**src/design/mcr_pkg.sv**
```systemverilog
// Shared types, codes and reset values for the Manchester receiver.
package mcr_pkg;

  // Item operation codes carried in the slave tuser
  localparam logic [1:0] OP_TICK = 2'd0;
  localparam logic [1:0] OP_ARM  = 2'd1;
  localparam logic [1:0] OP_STOP = 2'd2;

  // Configuration register indexes
  localparam logic [2:0] REG_MIN_SHORT  = 3'd0;
  localparam logic [2:0] REG_MAX_SHORT  = 3'd1;
  localparam logic [2:0] REG_MIN_LONG   = 3'd2;
  localparam logic [2:0] REG_MAX_LONG   = 3'd3;
  localparam logic [2:0] REG_SYNC_MIN   = 3'd4;
  localparam logic [2:0] REG_SYNC_MAX   = 3'd5;
  localparam logic [2:0] REG_INIT_LIMIT = 3'd6;

  // Configuration reset values
  localparam logic [7:0] RST_MIN_SHORT  = 8'd33;
  localparam logic [7:0] RST_MAX_SHORT  = 8'd65;
  localparam logic [7:0] RST_MIN_LONG   = 8'd66;
  localparam logic [7:0] RST_MAX_LONG   = 8'd129;
  localparam logic [6:0] RST_SYNC_MIN   = 7'd1;
  localparam logic [6:0] RST_SYNC_MAX   = 7'd16;
  localparam logic [7:0] RST_INIT_LIMIT = 8'd2;
  localparam logic [7:0] RST_BYTE_LIMIT = 8'd2;

  // Interval counter step per tick and half-bits per byte
  localparam logic [7:0] TICK_STEP     = 8'd8;
  localparam logic [4:0] HALF_PER_BYTE = 5'd16;

  // Mode numbers as reported on the result channel
  localparam logic [2:0] MODE_NUM_PRE  = 3'd0;
  localparam logic [2:0] MODE_NUM_SYNC = 3'd1;
  localparam logic [2:0] MODE_NUM_DATA = 3'd2;
  localparam logic [2:0] MODE_NUM_MSG  = 3'd3;
  localparam logic [2:0] MODE_NUM_IDLE = 3'd4;

  // Receiver state machine
  typedef enum logic [4:0] {
    MODE_PRE  = 5'b00001,
    MODE_SYNC = 5'b00010,
    MODE_DATA = 5'b00100,
    MODE_MSG  = 5'b01000,
    MODE_IDLE = 5'b10000
  } mode_e;

  typedef struct packed {
    logic [7:0] min_short;
    logic [7:0] max_short;
    logic [7:0] min_long;
    logic [7:0] max_long;
    logic [6:0] sync_min;
    logic [6:0] sync_max;
    logic [7:0] init_limit;
  } cfg_t;

  typedef struct packed {
    logic       byte_valid;
    logic [7:0] data_byte;
    logic [7:0] byte_index;
    logic       message_done;
    logic [2:0] mode;
  } res_t;

  // Half-bit assembler state plus the byte it may complete
  typedef struct packed {
    logic [15:0] shift;
    logic [4:0]  cnt;
    logic [7:0]  bcount;
    logic [7:0]  blimit;
    logic        got;
    logic [7:0]  data;
    logic [7:0]  idx;
  } hb_t;

  function automatic logic [2:0] mode_code(mode_e m);
    logic [2:0] c;
    unique case (m)
      MODE_PRE:  c = MODE_NUM_PRE;
      MODE_SYNC: c = MODE_NUM_SYNC;
      MODE_DATA: c = MODE_NUM_DATA;
      MODE_MSG:  c = MODE_NUM_MSG;
      default:   c = MODE_NUM_IDLE;
    endcase
    return c;
  endfunction

endpackage

```
**src/design/mcr_cfg.sv**
```systemverilog
// Configuration register file of the Manchester receiver.
module mcr_cfg (
  input  logic          clk_i,
  input  logic          rst_ni,
  input  logic          we_i,
  input  logic [2:0]    idx_i,
  input  logic [7:0]    wdata_i,
  output mcr_pkg::cfg_t cfg_o
);

  mcr_pkg::cfg_t cfg_q, cfg_d;

  // Decode the write index
  always_comb begin
    cfg_d = cfg_q;
    if (we_i) begin
      unique case (idx_i)
        mcr_pkg::REG_MIN_SHORT:  cfg_d.min_short  = wdata_i;
        mcr_pkg::REG_MAX_SHORT:  cfg_d.max_short  = wdata_i;
        mcr_pkg::REG_MIN_LONG:   cfg_d.min_long   = wdata_i;
        mcr_pkg::REG_MAX_LONG:   cfg_d.max_long   = wdata_i;
        mcr_pkg::REG_SYNC_MIN:   cfg_d.sync_min   = wdata_i[6:0];
        mcr_pkg::REG_SYNC_MAX:   cfg_d.sync_max   = wdata_i[6:0];
        mcr_pkg::REG_INIT_LIMIT: cfg_d.init_limit = wdata_i;
        default: ;
      endcase
    end
  end

  always_ff @(posedge clk_i or negedge rst_ni) begin
    if (!rst_ni) begin
      cfg_q.min_short  <= mcr_pkg::RST_MIN_SHORT;
      cfg_q.max_short  <= mcr_pkg::RST_MAX_SHORT;
      cfg_q.min_long   <= mcr_pkg::RST_MIN_LONG;
      cfg_q.max_long   <= mcr_pkg::RST_MAX_LONG;
      cfg_q.sync_min   <= mcr_pkg::RST_SYNC_MIN;
      cfg_q.sync_max   <= mcr_pkg::RST_SYNC_MAX;
      cfg_q.init_limit <= mcr_pkg::RST_INIT_LIMIT;
    end else begin
      cfg_q <= cfg_d;
    end
  end

  assign cfg_o = cfg_q;

endmodule

```
**src/design/mcr_core.sv**
```systemverilog
// Receiver state and single-pass next-state logic for one item.
module mcr_core (
  input  logic          clk_i,
  input  logic          rst_ni,
  input  logic          step_i,
  input  logic [1:0]    op_i,
  input  logic          raw_i,
  input  mcr_pkg::cfg_t cfg_i,
  output mcr_pkg::res_t res_o
);

  mcr_pkg::mode_e mode_q, mode_d;
  logic           prev_q, prev_d;
  logic           filt_q, filt_d;
  logic           last_q, last_d;
  logic [7:0]     ic_q, ic_d;
  logic [7:0]     st_q, st_d;
  mcr_pkg::hb_t   hb_q, hb_d;

  logic       edge_det;
  logic       filt_n;
  logic [7:0] ic_inc;
  logic [7:0] st_inc;
  logic [7:0] tmin;
  logic [7:0] tmax;
  logic       short_bad;
  logic       long_bad;
  logic       in_range;
  mcr_pkg::hb_t hb_a;
  mcr_pkg::hb_t hb_b;

  // Shift one half-bit in; pack and count a byte after sixteen
  function automatic mcr_pkg::hb_t push_half(mcr_pkg::hb_t h, logic b);
    mcr_pkg::hb_t r;
    logic [7:0]   v;
    r       = h;
    r.shift = {h.shift[14:0], b};
    r.cnt   = h.cnt + 5'd1;
    if (r.cnt == mcr_pkg::HALF_PER_BYTE) begin
      for (int k = 0; k < 8; k++) begin
        v[k] = r.shift[14 - 2 * k];
      end
      r.got    = 1'b1;
      r.data   = v;
      r.idx    = h.bcount;
      r.bcount = h.bcount + 8'd1;
      if (r.bcount == 8'd1) begin
        r.blimit = v;
      end
      r.shift = '0;
      r.cnt   = '0;
    end
    return r;
  endfunction

  // Glitch filter, edge detect and interval timing
  assign ic_inc    = ic_q + mcr_pkg::TICK_STEP;
  assign filt_n    = (raw_i == prev_q) ? raw_i : filt_q;
  assign edge_det  = (filt_n != last_q);
  assign tmin      = {cfg_i.sync_min, 1'b0};
  assign tmax      = {cfg_i.sync_max, 1'b0};
  assign st_inc    = st_q + 8'd1;
  assign short_bad = (ic_inc < cfg_i.min_short) || (ic_inc > cfg_i.max_short);
  assign long_bad  = (ic_inc < cfg_i.min_short) || (ic_inc > cfg_i.max_long);
  assign in_range  = !long_bad;

  // Data mode: optional doubled half-bit, then the current level
  always_comb begin
    hb_a     = hb_q;
    hb_a.got = 1'b0;
    hb_a.data = '0;
    hb_a.idx  = '0;
    if (ic_inc >= cfg_i.min_long) begin
      hb_a = push_half(hb_a, last_q);
    end
    hb_b = push_half(hb_a, filt_n);
  end

  // Next state for the item in hand
  always_comb begin
    mode_d = mode_q;
    prev_d = prev_q;
    filt_d = filt_q;
    last_d = last_q;
    ic_d   = ic_q;
    st_d   = st_q;
    hb_d   = hb_q;
    hb_d.got  = 1'b0;
    hb_d.data = '0;
    hb_d.idx  = '0;
    case (op_i)
      mcr_pkg::OP_TICK: begin
        if (mode_q == mcr_pkg::MODE_PRE || mode_q == mcr_pkg::MODE_SYNC ||
            mode_q == mcr_pkg::MODE_DATA) begin
          prev_d = raw_i;
          filt_d = filt_n;
          last_d = filt_n;
          ic_d   = ic_inc;
          unique case (mode_q)
            mcr_pkg::MODE_PRE: begin
              if (edge_det && filt_n) begin
                ic_d   = '0;
                st_d   = '0;
                mode_d = mcr_pkg::MODE_SYNC;
              end
            end
            mcr_pkg::MODE_SYNC: begin
              if (edge_det) begin
                if (((st_q < tmin) || last_q) && short_bad) begin
                  mode_d = mcr_pkg::MODE_PRE;
                end else if (!last_q && long_bad) begin
                  mode_d = mcr_pkg::MODE_PRE;
                end else begin
                  st_d = st_inc;
                  ic_d = '0;
                  if (!last_q && (st_inc >= tmin) && (ic_inc >= cfg_i.min_long)) begin
                    mode_d      = mcr_pkg::MODE_DATA;
                    hb_d.shift  = '0;
                    hb_d.cnt    = '0;
                    hb_d.bcount = '0;
                  end else if (st_inc >= tmax) begin
                    mode_d = mcr_pkg::MODE_PRE;
                  end
                end
              end
            end
            default: begin
              if (edge_det) begin
                if (!in_range) begin
                  mode_d = mcr_pkg::MODE_PRE;
                end else if (filt_n && (hb_a.bcount >= hb_a.blimit)) begin
                  hb_d   = hb_a;
                  mode_d = mcr_pkg::MODE_MSG;
                end else begin
                  hb_d = hb_b;
                  ic_d = '0;
                end
              end
            end
          endcase
        end
      end
      mcr_pkg::OP_ARM: begin
        hb_d.blimit = cfg_i.init_limit;
        mode_d      = mcr_pkg::MODE_PRE;
      end
      mcr_pkg::OP_STOP: begin
        mode_d = mcr_pkg::MODE_IDLE;
      end
      default: ;
    endcase
  end

  always_ff @(posedge clk_i or negedge rst_ni) begin
    if (!rst_ni) begin
      mode_q <= mcr_pkg::MODE_IDLE;
      prev_q <= 1'b0;
      filt_q <= 1'b0;
      last_q <= 1'b0;
      ic_q   <= '0;
      st_q   <= '0;
      hb_q   <= '{shift: '0, cnt: '0, bcount: '0, blimit: mcr_pkg::RST_BYTE_LIMIT,
                  got: 1'b0, data: '0, idx: '0};
    end else if (step_i) begin
      mode_q <= mode_d;
      prev_q <= prev_d;
      filt_q <= filt_d;
      last_q <= last_d;
      ic_q   <= ic_d;
      st_q   <= st_d;
      hb_q   <= hb_d;
    end
  end

  // Result of the item in hand
  assign res_o.byte_valid   = hb_d.got;
  assign res_o.data_byte    = hb_d.data;
  assign res_o.byte_index   = hb_d.idx;
  assign res_o.message_done = (mode_d == mcr_pkg::MODE_MSG);
  assign res_o.mode         = mcr_pkg::mode_code(mode_d);

  // A byte completes only while decoding data
  a_byte_in_data: assert property (@(posedge clk_i) disable iff (!rst_ni)
    res_o.byte_valid |-> (mode_q == mcr_pkg::MODE_DATA && op_i == mcr_pkg::OP_TICK))
    else $error("byte completed outside data mode");

  // Idle and message done freeze the filter and the counter
  a_frozen: assert property (@(posedge clk_i) disable iff (!rst_ni)
    (step_i && op_i == mcr_pkg::OP_TICK &&
     (mode_q == mcr_pkg::MODE_MSG || mode_q == mcr_pkg::MODE_IDLE))
    |=> ($stable(ic_q) && $stable(filt_q) && $stable(prev_q) && $stable(mode_q)))
    else $error("tick changed state while frozen");

  // Arm enters preamble wait with the configured byte limit
  a_arm: assert property (@(posedge clk_i) disable iff (!rst_ni)
    (step_i && op_i == mcr_pkg::OP_ARM)
    |=> (mode_q == mcr_pkg::MODE_PRE && hb_q.blimit == $past(cfg_i.init_limit)))
    else $error("arm did not load byte limit");

  // State holds while no item is taken
  a_hold: assert property (@(posedge clk_i) disable iff (!rst_ni)
    !step_i |=> ($stable(mode_q) && $stable(hb_q) && $stable(ic_q)))
    else $error("state changed without an item");

endmodule

```
**src/design/manchester_receiver_with_sync.sv**
```systemverilog
// Top level of the Manchester receiver: stream handshake, input and result registers.
//
// Usage: each slave transfer carries one item. s_axis_tuser holds the operation
// (sample tick, arm, stop) and s_axis_tdata bit 0 the raw line sample. Every
// item yields exactly one master transfer with the decoded byte (when one
// completed, flagged by m_axis_tuser), its position in the message, the
// message-done flag and the receiver mode after the item.
// Configuration registers are written through cfg_we_i / cfg_idx_i / cfg_wdata_i
// while no item is in flight.
// An accepted item sits in the input register; its result enters the output register
// once that register can take it, and m_axis_tvalid then rises with the result.
// Throughput: one item per cycle while the master side does not stall, set by the single-pass state update.
// When the master side stalls, the result register holds and the input register
// fills; s_axis_tready drops only when both are occupied, and rises again in
// the cycle the result transfer completes.
// Reset puts the receiver in idle, restores the default thresholds and byte
// limit and empties both registers.
module manchester_receiver_with_sync (
  input  logic        clk_i,
  input  logic        rst_ni,
  // Configuration write port
  input  logic        cfg_we_i,
  input  logic [2:0]  cfg_idx_i,
  input  logic [7:0]  cfg_wdata_i,
  // Slave stream
  input  logic        s_axis_tvalid,
  output logic        s_axis_tready,
  input  logic [7:0]  s_axis_tdata,   // [0] raw_sample, [7:1] zero
  input  logic [1:0]  s_axis_tuser,   // [1:0] op
  // Master stream
  output logic        m_axis_tvalid,
  input  logic        m_axis_tready,
  output logic [23:0] m_axis_tdata,   // [7:0] data_byte, [15:8] byte_index,
                                      // [16] message_done, [19:17] mode, [23:20] zero
  output logic        m_axis_tuser    // [0] byte_valid
);

  mcr_pkg::cfg_t cfg;
  mcr_pkg::res_t res;
  mcr_pkg::res_t out_q;

  logic       s1_vld_q, s1_vld_d;
  logic [1:0] s1_op_q;
  logic       s1_raw_q;
  logic       out_vld_q, out_vld_d;
  logic       out_free;
  logic       step;

  mcr_cfg u_cfg (
    .clk_i   (clk_i),
    .rst_ni  (rst_ni),
    .we_i    (cfg_we_i),
    .idx_i   (cfg_idx_i),
    .wdata_i (cfg_wdata_i),
    .cfg_o   (cfg)
  );

  mcr_core u_core (
    .clk_i  (clk_i),
    .rst_ni (rst_ni),
    .step_i (step),
    .op_i   (s1_op_q),
    .raw_i  (s1_raw_q),
    .cfg_i  (cfg),
    .res_o  (res)
  );

  // Advance the item when the result register can take it
  assign out_free      = !out_vld_q || m_axis_tready;
  assign step          = s1_vld_q && out_free;
  assign s_axis_tready = !s1_vld_q || out_free;
  assign s1_vld_d      = (s_axis_tvalid && s_axis_tready) || (s1_vld_q && !out_free);
  assign out_vld_d     = step || (out_vld_q && !m_axis_tready);

  always_ff @(posedge clk_i or negedge rst_ni) begin
    if (!rst_ni) begin
      s1_vld_q  <= 1'b0;
      out_vld_q <= 1'b0;
    end else begin
      s1_vld_q  <= s1_vld_d;
      out_vld_q <= out_vld_d;
    end
  end

  // Capture the input transfer
  always_ff @(posedge clk_i) begin
    if (s_axis_tvalid && s_axis_tready) begin
      s1_op_q  <= s_axis_tuser;
      s1_raw_q <= s_axis_tdata[0];
    end
  end

  // Hold the result until its transfer completes
  always_ff @(posedge clk_i) begin
    if (step) begin
      out_q <= res;
    end
  end

  assign m_axis_tvalid = out_vld_q;
  assign m_axis_tuser  = out_q.byte_valid;
  assign m_axis_tdata  = {4'd0, out_q.mode, out_q.message_done,
                          out_q.byte_index, out_q.data_byte};

endmodule
```
**config.mk**
```make
export PLATFORM = sky130hd
export DESIGN_NAME = manchester_receiver_with_sync
export DESIGN_NICKNAME = d
export VERILOG_FILES = /design/src/design/mcr_pkg.sv /design/src/design/mcr_cfg.sv /design/src/design/mcr_core.sv /design/src/design/manchester_receiver_with_sync.sv
export SDC_FILE = /design/constraint.sdc
export NUM_CORES = 1
export LEC_CHECK = 0
export BUFFER_PORTS_ARGS = -buffer_cell sky130_fd_sc_hd__buf_4
export CAP_MARGIN = 20
export CORE_UTILIZATION = 40
export CTS_BUF_LIST = sky130_fd_sc_hd__clkbuf_8
export DETAILED_ROUTE_END_ITERATION = 8
export GPL_TIMING_DRIVEN = 0
export SLEW_MARGIN = 20
export SYNTH_ARGS = -nofsm -noshare
export SYNTH_HDL_FRONTEND = slang
export SYNTH_HIERARCHICAL = 1
export SYNTH_SLANG_ARGS = --single-unit
```
**constraint.sdc**
```tcl
create_clock -name clk_i -period 9.9 [get_ports clk_i]
set_input_delay 2.475 -clock clk_i [delete_from_list [all_inputs] [get_ports clk_i]]
set_output_delay 2.475 -clock clk_i [all_outputs]
set_load 0.05 [all_outputs]
```
# Word level (Yosys, flattened, before mapping)
# Index checks and enable logic that the tools add are counted.
# Widths: inputs -> output; s select.
# totals
register_bits	139
in_bits	26
wordCells	158
# op_classes
addsub	6
n_lt_le_gt_ge	8
n_eq_ne	31
mux	43
n_bitwise	4
n_reduce_logical	41
# ops
operator	n
$mux 53	6
$mux 28	4
$mux 8	13
$pmux 28 s2	1
$mux 25	2
$mux 5	10
$pmux 8 s2	3
$ge 8x8->1	4
$add 8x1->8 const B	3
$eq 8x1->1 const B	2
$gt 8x8->1	2
$lt 8x8->1	2
$pmux 5 s3	1
$ne 2x2->1 const B	7
$reduce_and 2->1	7
$pmux 3 s4	1
$add 5x1->5 const B	2
$eq 5x1->1 const B	2
$eq 5x2->1 const B	2
$eq 5x3->1 const B	2
$eq 5x5->1 const B	2
$logic_and 1x1->1	10
$pmux 5 s2	1
$eq 3x3->1 const B	3
22 further kinds	41

# Logic depth before layout (Yosys ltp)
# Gate-level depths: netlist of the first run.
# depth
depth_word	15
ltp_mapped	23
ltp_nobuf	20

# Modules after synthesis
# The synthesis of the first run kept the hierarchy.
# by_module_without_submodules
module	n_inst	cells_each	area_each_um2	seq_area_each_um2
mcr_core	1	735	5819.3	1378.8
mcr_cfg	1	122	2088.3	1365.1
manchester_receiver_with_sync	1	37	858.3	770.7

# Least setup slack after synthesis of the first run
# OpenSTA, ideal clock, no wires.
# synth_timing
path_kind	reg-to-reg
start	register u_core.ic_q[3]
end	register u_core/hb_q[32] (netlist bit)
setup_time_ns	0.121
arrival_ns	5.362
slack_ns	4.417
stages_incl_launch_ff	23
cell_sequence	dfrtp_1 > ha_1 > nand3_1 > xnor2_1 > ha_1 > o2111a_1 > o31a_2 > o211ai_2 > buf_2 > nor3_2 > mux2_2 > ha_1 > nand2b_1 > a211oi_1 > or3_1 > a31o_2 > clkbuf_1 > and3_1 > a21boi_4 > inv_2 > or4_1 > xnor2_1 > a22o_1
# synth_between
elab_chain_len	10
elab_cells_between_ends	26
classes_between	3 x add/sub; 5 x order compare; 5 x eq/ne; 6 x mux; 7 x reduce/logical
# synth_lines
element	line	source
start: declaration	mcr_core.sv:16	logic [7:0] ic_q, ic_d;
start signal: assignment	mcr_core.sv:169	ic_q <= ic_d;
$add 8x4->8 *	mcr_core.sv:57	assign ic_inc = ic_q + mcr_pkg::TICK_STEP;
$ge 8x8->1	mcr_core.sv:73, mcr_core.sv:116	
$mux 53	mcr_core.sv:73	if (ic_inc >= cfg_i.min_long) begin
$add 5x1->5	mcr_core.sv:38	r.cnt = h.cnt + 5'd1;
$eq 5x5->1	mcr_core.sv:39	if (r.cnt == mcr_pkg::HALF_PER_BYTE) begin
$mux 53	mcr_core.sv:39	
$mux 53	mcr_core.sv:131	end else if (filt_n && (hb_a.bcount >= hb_a.blimit)) begin
$mux 53	mcr_core.sv:129	if (!in_range) begin
$mux 53	mcr_core.sv:128	if (edge_det) begin
$pmux 28 s2	mcr_core.sv:99	unique case (mode_q)
end signal: assignment	mcr_core.sv:162	hb_q <= '{shift: '0, cnt: '0, bcount: '0, blimit: mcr_pkg::RST_BYTE_LIMIT,
end: declaration	mcr_core.sv:18	mcr_pkg::hb_t hb_q, hb_d;
# Mark *: on every way between the ends. The rest lies on a longest branch, timed or not. The select of a mux whose other input is x is not followed.
# A chain may end at the register's enable or synchronous reset.

# Worst setup path in the final report of the first run
# layout_timing
start	register u_core.ic_q[3]
end	register out_q (netlist bit m_axis_tdata[2]), data pin
# layout_between
elab_chain_len	7
elab_cells_between_ends	13
classes_between	2 x add/sub; 4 x order compare; 1 x eq/ne; 3 x mux; 3 x reduce/logical
# layout_lines
element	line	source
$add 8x4->8 *	mcr_core.sv:57	
$ge 8x8->1	mcr_core.sv:73	
$mux 53	mcr_core.sv:73	
$add 5x1->5	mcr_core.sv:38	
$eq 5x5->1	mcr_core.sv:39	
$mux 53	mcr_core.sv:39	
$mux 53	mcr_core.sv:131	
end signal: assignment	manchester_receiver_with_sync.sv:96	out_q <= res;
end: declaration	manchester_receiver_with_sync.sv:40	mcr_pkg::res_t out_q;
# Mark *: on every way between the ends. The rest lies on a longest branch, timed or not.

==> impl_metrics.json, run 1 <==
{
  "ys_ff_latch": 135,
  "grt_pass1_vias": 6748,
  "layout-drive-gt1-share_pct": 20.37,
  "min_path_type": "reg -> reg",
  "critPathBufInv": 4,
  "n_fill_cell": 2058,
  "synth_area_um2": 8766,
  "pwr-share-seq_pct": 41.7,
  "fmax_mhz": 149.2,
  "die-area_um2": 22510,
  "cpMaxStageDelayCell": "nor3_2",
  "postCtsSetupRepairBufs": 0,
  "start_util_pct": 41.31,
  "placed_cell_area_um2": 9430,
  "place_congestion": 0.8825,
  "rsz0062_at_grt": "no",
  "final.setup.tns_ns": 0,
  "drc_errors": 0,
  "slew_viol_final": 0,
  "worstPathArrival_ns": 7.03,
  "drt-pass1-iter-count": 5,
  "antennaDiodeCount": 0,
  "vdd_drop_max_uv": 85.57,
  "clkTransAtPathRegs_ns": 0.08,
  "htreeDepth": 4,
  "hpwl_mm": 15.27,
  "p_leak_nw": 4.270,
  "worst_setup_path_end_kind": "register",
  "fin_crit_sh_pct": 67.71,
  "io_buffers": 37,
  "fp.dieW_um": 150.0,
  "critPathMaxFanout": 10,
  "grt_pass1_wl_mm": 35.05,
  "nNetsFinal": 1039,
  "critPathTopFamily": "compound AO/OA/AOI/OAI gates",
  "grt_antenna_before_repair": 0,
  "ys.warnings.count": 6,
  "wl_mm": 20.99,
  "final_antenna_net_count": 0,
  "p_clk_share_pct": 27.3,
  "switchingPower_mw": 0.5865,
  "finClkSkew_ns": 0.01633,
  "post-place-cells": 1210,
  "powerDensity_nw_per_um2": 171.7,
  "p_int_mw": 1.101,
  "synth_top_flop_cell": "dfrtp_1",
  "drtIter0Drc": 464,
  "area_delta_synth_final_pct": 12.15,
  "yosysSeqAreaShare_pct": 40.09,
  "cts-hold-fix-buffers": 0,
  "cts_buffer_depth": 2,
  "crit_chain": "ha_1 > nand3_1 > xnor2_1 > ha_1 > o2111a_1 > o31a_2 > o211ai_2 > buf_2 > nor3_2 > mux2i_1 > ha_1 > a21oi_1 > nor2b_1 > o21ai_0 > a31o_2 > clkbuf_1 > and3_1 > a21boi_4 > inv_2 > o21ai_1 > a22oi_1 > nor2_1 > buf_4",
  "total_power_mw": 1.687,
  "path_class": "reg -> reg",
  "pin_count": 53,
  "relSlewSlack_pct": 40.64,
  "p_sw_share_pct": 34.76,
  "synth-async-reset-ratio_pct": 82.22,
  "crit_path_start_kind": "register",
  "finalNonFillerCells": 1242,
  "crit_top_cell": "ha_1",
  "tightest_slew_ns": 0.8855,
  "avgViaCountPerCell": 5.506,
  "setup_viol": 0,
  "timing.hold.ws_ns": 0.4978,
  "cp.required_ns": 10.22,
  "grt_max_degree": 75,
  "outcome": "finished clean",
  "finish.instance_area_um2": 9831,
  "globalRouteTotalUtil_pct": 20.06,
  "synth_edf_count": 24,
  "gr-total-overflow": 0,
  "period_minus_slack_ns": 6.703,
  "cts_buffers": 17,
  "num_rows": 53,
  "core_um2": 21220,
  "synth_cells": 894,
  "p_comb_share_pct": 31.0,
  "vias": 6839,
  "routedWlPerCell_um": 16.90,
  "slowest_delay_ns": 0.75,
  "clock_sinks": 135,
  "ys_types": 88,
  "clock-root-buffer": "clkbuf_8",
  "tritoncts": "yes",
  "clock_latency_ns": 0.44,
  "cts_resized": 0,
  "maxCapViolCount": 0,
  "die_h_um": 150.0,
  "hold_viol_final": 0,
  "syn_avg_cell_area_um2": 9.805
}
power groups by stage:
stage,Sequential (mW),Combinational (mW),Clock [mW]
2_1_floorplan,0.723,0.359,0
3_3_place_gp,0.713,0.509,0
3_5_place_dp,0.715,0.519,0
4_1_cts,0.704,0.522,0.476
5_1_grt,0.716,0.584,0.503
6_report,0.704,0.523,0.460
worst paths after layout:
| path | start | to | slack (ns) | cells after the start |
|---|---|---|---|---|
| worst max-delay path | u_core/ic_q[3] | m_axis_tdata[2] | 3.20 | 23 |
| worst min-delay path | u_core/prev_q | u_core/prev_q | 0.50 | 2 |
| worst max register to register | u_core/ic_q[3] | m_axis_tdata[2] | 3.20 | 23 |
| worst min register to register | u_core/prev_q | u_core/prev_q | 0.50 | 2 |
| max in group asynchronous | rst_ni | u_cfg/cfg_o[36] | 7.24 | 2 |
| min in group asynchronous | rst_ni | u_core/st_q[2] | 1.92 | 1 |
routing by layer:
metal | share of wire [%] | wire length (µm) | track usage (%) | up-vias
met5 | 0 | 0 | 0 | -
met4 | 0.67 | 141 | 4.646 | 0
met3 | 4.4 | 917 | 3.902 | 8
met2 | 48 | 10060 | 32.69 | 165
met1 | 47 | 9870 | 27.33 | 3323
li1 | - | - | - | 3343
state kept, by name, summed over array words and instances (netlist names):
register,cells
u_cfg/cfg_o,54
u_core/hb_q,35
m_axis_tdata,20
u_core/st_q,8
u_core/ic_q,5
u_core/mode_q,5
s1_op_q,2
m_axis_tuser,1
m_axis_tvalid,1
s1_raw_q,1
s1_vld_q,1
u_core/last_q,1
u_core/prev_q,1
cells in the mapped netlist (all sizes together) (4+ instances only):
| cell type | number | area share (%) |
|---|---|---|
| nand3b | 5 | 0.57 |
| nor4 | 8 | 0.57 |
| a31oi | 7 | 0.67 |
| dfrtp | 98 | 28 |
| buf | 33 | 2.5 |
| nand2b | 10 | 0.71 |
| and2 | 8 | 0.60 |
| and3 | 15 | 1.1 |
| nor4b | 5 | 1.0 |
| a21o | 8 | 0.69 |
| mux2 | 57 | 7.3 |
| a21oi | 47 | 2.7 |
| nand4 | 6 | 0.43 |
| nor2 | 61 | 2.6 |
| o31a | 4 | 0.41 |
| or3 | 4 | 0.29 |
| dfstp | 13 | 3.9 |
| nor2b | 7 | 0.50 |
| ha | 59 | 8.4 |
| a211oi | 4 | 0.40 |
| nand2 | 93 | 4.0 |
| xor2 | 15 | 1.6 |
| nor3 | 13 | 0.80 |
| nand3 | 23 | 1.4 |
| a22oi | 13 | 1.1 |
| o211ai | 6 | 0.57 |
| a222oi | 13 | 1.5 |
| o221ai | 6 | 0.60 |
| o21ai | 64 | 3.7 |
| inv | 55 | 2.4 |
| o31ai | 5 | 0.59 |
| a32oi | 4 | 0.40 |
| nor4bb | 4 | 0.46 |
| nand4b | 5 | 0.50 |
| mux2i | 8 | 0.91 |
| clkbuf | 26 | 1.1 |
| edfxtp | 24 | 8.2 |
| xnor2 | 19 | 2.1 |
cells in the final DEF (no fill, tap or decap), drive strengths merged, types with 10 or more instances in the layout:
cell type,n
nand3,23
inv,59
nor3,13
o21ai,64
xnor2,19
ha,59
nand2b,10
a21oi,47
dfrtp,98
xor2,15
mux2,57
nor2,61
and3,15
nand2,93
clkbuf,47
a222oi,13
dfstp,13
a22oi,13
buf,71
edfxtp,24
area by class of cell:
| cell class | instances | area (µm²) | share of cell area (%) |
|---|---|---|---|
| Clock buffer | 21 | 289.0 | 2.940 |
| Inverter | 55 | 206.4 | 2.100 |
| Clock inverter | 11 | 110.1 | 1.120 |
| Sequential cell | 135 | 3515 | 35.75 |
| Buffer | 59 | 319.1 | 3.246 |
| Multi-Input combinational cell | 648 | 4738 | 48.20 |
| Tap cell | 275 | 344.1 | 3.500 |
| Timing Repair Buffer | 38 | 309.0 | 3.144 |
cells by family (layout without fill, tap and decap cells):
| family | after synthesis | after routing | share of synthesized area, % |
|---|---|---|---|
| xor+xnor | 34 | 34 | 3.654 |
| simple gates | 274 | 274 | 16.16 |
| mux | 65 | 65 | 8.236 |
| buf+inv | 114 | 184 | 5.995 |
| compound gates | 211 | 211 | 17.29 |
| fa+ha+maj | 60 | 60 | 8.536 |
| flops | 135 | 135 | 40.09 |
| other cells | 1 | 4 | 0.04278 |
worst min-delay path: stages, from the launching register on:
cell and delay (ns):
dfrtp_1 0.36, nand2_1 0.05, nand2_1 0.06
per-stage QoR:
stage	utilization, %	worst slack, ns
2_1_floorplan	-	4.417
3_3_place_gp	44.29	3.300
3_5_place_dp	44.44	3.258
4_1_cts	46.32	3.232
5_1_grt	46.33	2.762
6_report	46.33	3.197
(Power assumes the default switching activity.)
==> inputs of run 2 (changes only) <==
clock period = 6.2 ns   (was 9.9 ns; I/O delays follow)
==> run 2 against run 1 <==
Against the previous run: power rose by 60%; non-clock buffer count rose by 4; clock power rose by 60%; count of clock-buffer cells in the layout did not move; wire length rose by 0.38%; combinational power rose by 60%; die area did not move; maximum frequency rose by 16%.
==> impl_metrics.json, run 2 (same netlist as run 1, synthesis figures left out) <==
{
  "outcome": "finished clean",
  "slew_viol_final": 0,
  "antennaDiodeCount": 0,
  "cts_buffers": 17,
  "layout-drive-gt1-share_pct": 21.11,
  "period_minus_slack_ns": 5.759,
  "crit_path_start_kind": "register",
  "powerDensity_nw_per_um2": 272.4,
  "hpwl_mm": 15.27,
  "layout_commonest_cell": "dfrtp_1",
  "drc_errors": 0,
  "multi_input_comb_area_um2": 4766,
  "start_util_pct": 41.31,
  "area_delta_synth_final_pct": 12.99,
  "fmax_mhz": 173.7,
  "reg2reg_slack_ns": 0.44,
  "min_to": "u_core/prev_q",
  "gr-max-usage-layer": "met2",
  "drt-pass1-iter-count": 5,
  "grt_max_degree": 75,
  "grt_antenna_before_repair": 0,
  "min_from": "u_core/prev_q",
  "final_antenna_net_count": 0,
  "clock_sinks": 135,
  "regArea_um2": 3515,
  "grt_pass1_vias": 6749,
  "clkTransAtPathRegs_ns": 0.08,
  "drtIter0Drc": 423,
  "rsz0062_at_grt": "no",
  "grt_pass1_wl_mm": 35.05,
  "relSlewSlack_pct": 45.51,
  "hold_depth": 2,
  "fp.dieW_um": 150.0,
  "core_um2": 21220,
  "tightest_slew_ns": 0.8144,
  "critPathMaxFanout": 10,
  "cts_buffer_depth": 2,
  "die-area_um2": 22510,
  "die_h_um": 150.0,
  "gr-total-overflow": 0,
  "pin_count": 53,
  "path_class": "reg -> reg",
  "met1_usage_pct": 27.25,
  "p_leak_nw": 4.314,
  "fin_ws_ns": 0.4414,
  "fin_crit_sh_pct": 92.88,
  "vias": 6896,
  "reg2reg_to": "u_core/hb_q[32]",
  "cp.required_ns": 6.52,
  "io_buffers": 37,
  "finish.instance_area_um2": 9905,
  "tritoncts": "yes",
  "globalRouteTotalUtil_pct": 20.07,
  "worstPathArrival_ns": 6.08,
  "htreeDepth": 4,
  "met2_usage_pct": 32.71,
  "routedWlPerCell_um": 16.91,
  "clock-root-buffer": "clkbuf_8",
  "placed_cell_area_um2": 9430,
  "nNetsFinal": 1043,
  "vdd_drop_max_uv": 136.7,
  "num_rows": 53,
  "min_path_type": "reg -> reg",
  "avgViaCountPerCell": 5.535,
  "wl_mm": 21.07,
  "finClkSkew_ns": 0.01619,
  "layout_common_cells": "98 x dfrtp_1, 93 x nand2_1, 62 x o21ai_0, 61 x buf_4",
  "r2r_cells": 22,
  "use_met3_pct": 4.055,
  "maxCapViolCount": 0,
  "place_congestion": 0.8825,
  "clock_latency_ns": 0.45,
  "hold_viol_final": 0,
  "worst_setup_path_end_kind": "register",
  "pre_cts_slack_ns": -0.4417,
  "r2r_start": "u_core/ic_q[3]",
  "setup_viol": 0,
  "largest_reg_flops": 54,
  "n_fill_cell": 2046
}
-- run 2: layout make-up --
cell class / instances / area share, %
buffer: 58 / 3.183
clock inverter: 11 / 1.112
clock buffer: 21 / 2.918
multi-input combinational: 648 / 48.12
sequential: 135 / 35.49
tap: 275 / 3.474
inverter: 55 / 2.084
timing repair buffer: 43 / 3.626
-- run 2: report_power, final --
part           total (mW)  switching, mW  leakage, nW  internal [mW]
registers            1.12         0.0840         1.63           1.04
logic               0.838          0.516         2.46          0.322
clock network       0.735          0.341        0.217          0.395
-- run 2: per-layer routing --
layer	vias to the layer above	wire, µm
li1	3353	-
met1	3364	9922
met2	167	9975
met3	12	956
met4	0	215
met5	-	0
-- run 2: worst max path at each step --
stage / startpoint / to / slack, ns / depth (start not counted)
after floorplan: u_core/ic_q[3] / u_core/hb_q[32] / 0.72 / 22
after global placement: u_core/ic_q[3] / m_axis_tdata[2] / -0.40 / 23
after detailed placement: u_core/ic_q[3] / m_axis_tdata[1] / -0.44 / 23
after CTS: u_core/ic_q[3] / m_axis_tdata[1] / 0.01 / 23
after global routing: u_core/ic_q[3] / u_core/hb_q[32] / 0.14 / 22
final: u_core/ic_q[3] / u_core/hb_q[32] / 0.44 / 22
-- run 2: stage by stage --
step	cells	util (%)	power [mW]	hold slack, ns	TNS [ns]
final	1246	46.67	2.698	0.4981	0
after floorplan	897	-	1.727	0.4434	0
after global routing	1246	46.67	2.881	0.5223	0
after global placement	1209	44.29	1.950	0.4651	-8.234
after CTS	1242	46.40	2.720	0.4985	0
after detailed placement	1210	44.44	1.971	0.4806	-10.57
-- run 2: repair_timing --
action                     CTS  global route
pin swaps                    1             1
gates resized for setup      3             2
hold buffers                 0             0
setup buffers                0             5
setup endpoints to repair   45            41
-- run 2: worst max-delay path, stage by stage (launching register included) --
cell,delay [ns]
dfrtp_1,0.42
ha_1,0.25
nand3_1,0.14
xnor2_2,0.23
ha_1,0.37
o2111a_1,0.26
o31a_2,0.25
o211ai_2,0.14
buf_2,0.24
nor3_4,0.24
buf_12,0.15
mux2i_1,0.31
ha_1,0.31
a21oi_1,0.17
nor2b_1,0.06
o21ai_0,0.29
a31o_2,0.37
and3_1,0.24
a21boi_4,0.26
inv_2,0.11
or4_1,0.50
xnor2_1,0.14
a22o_1,0.19
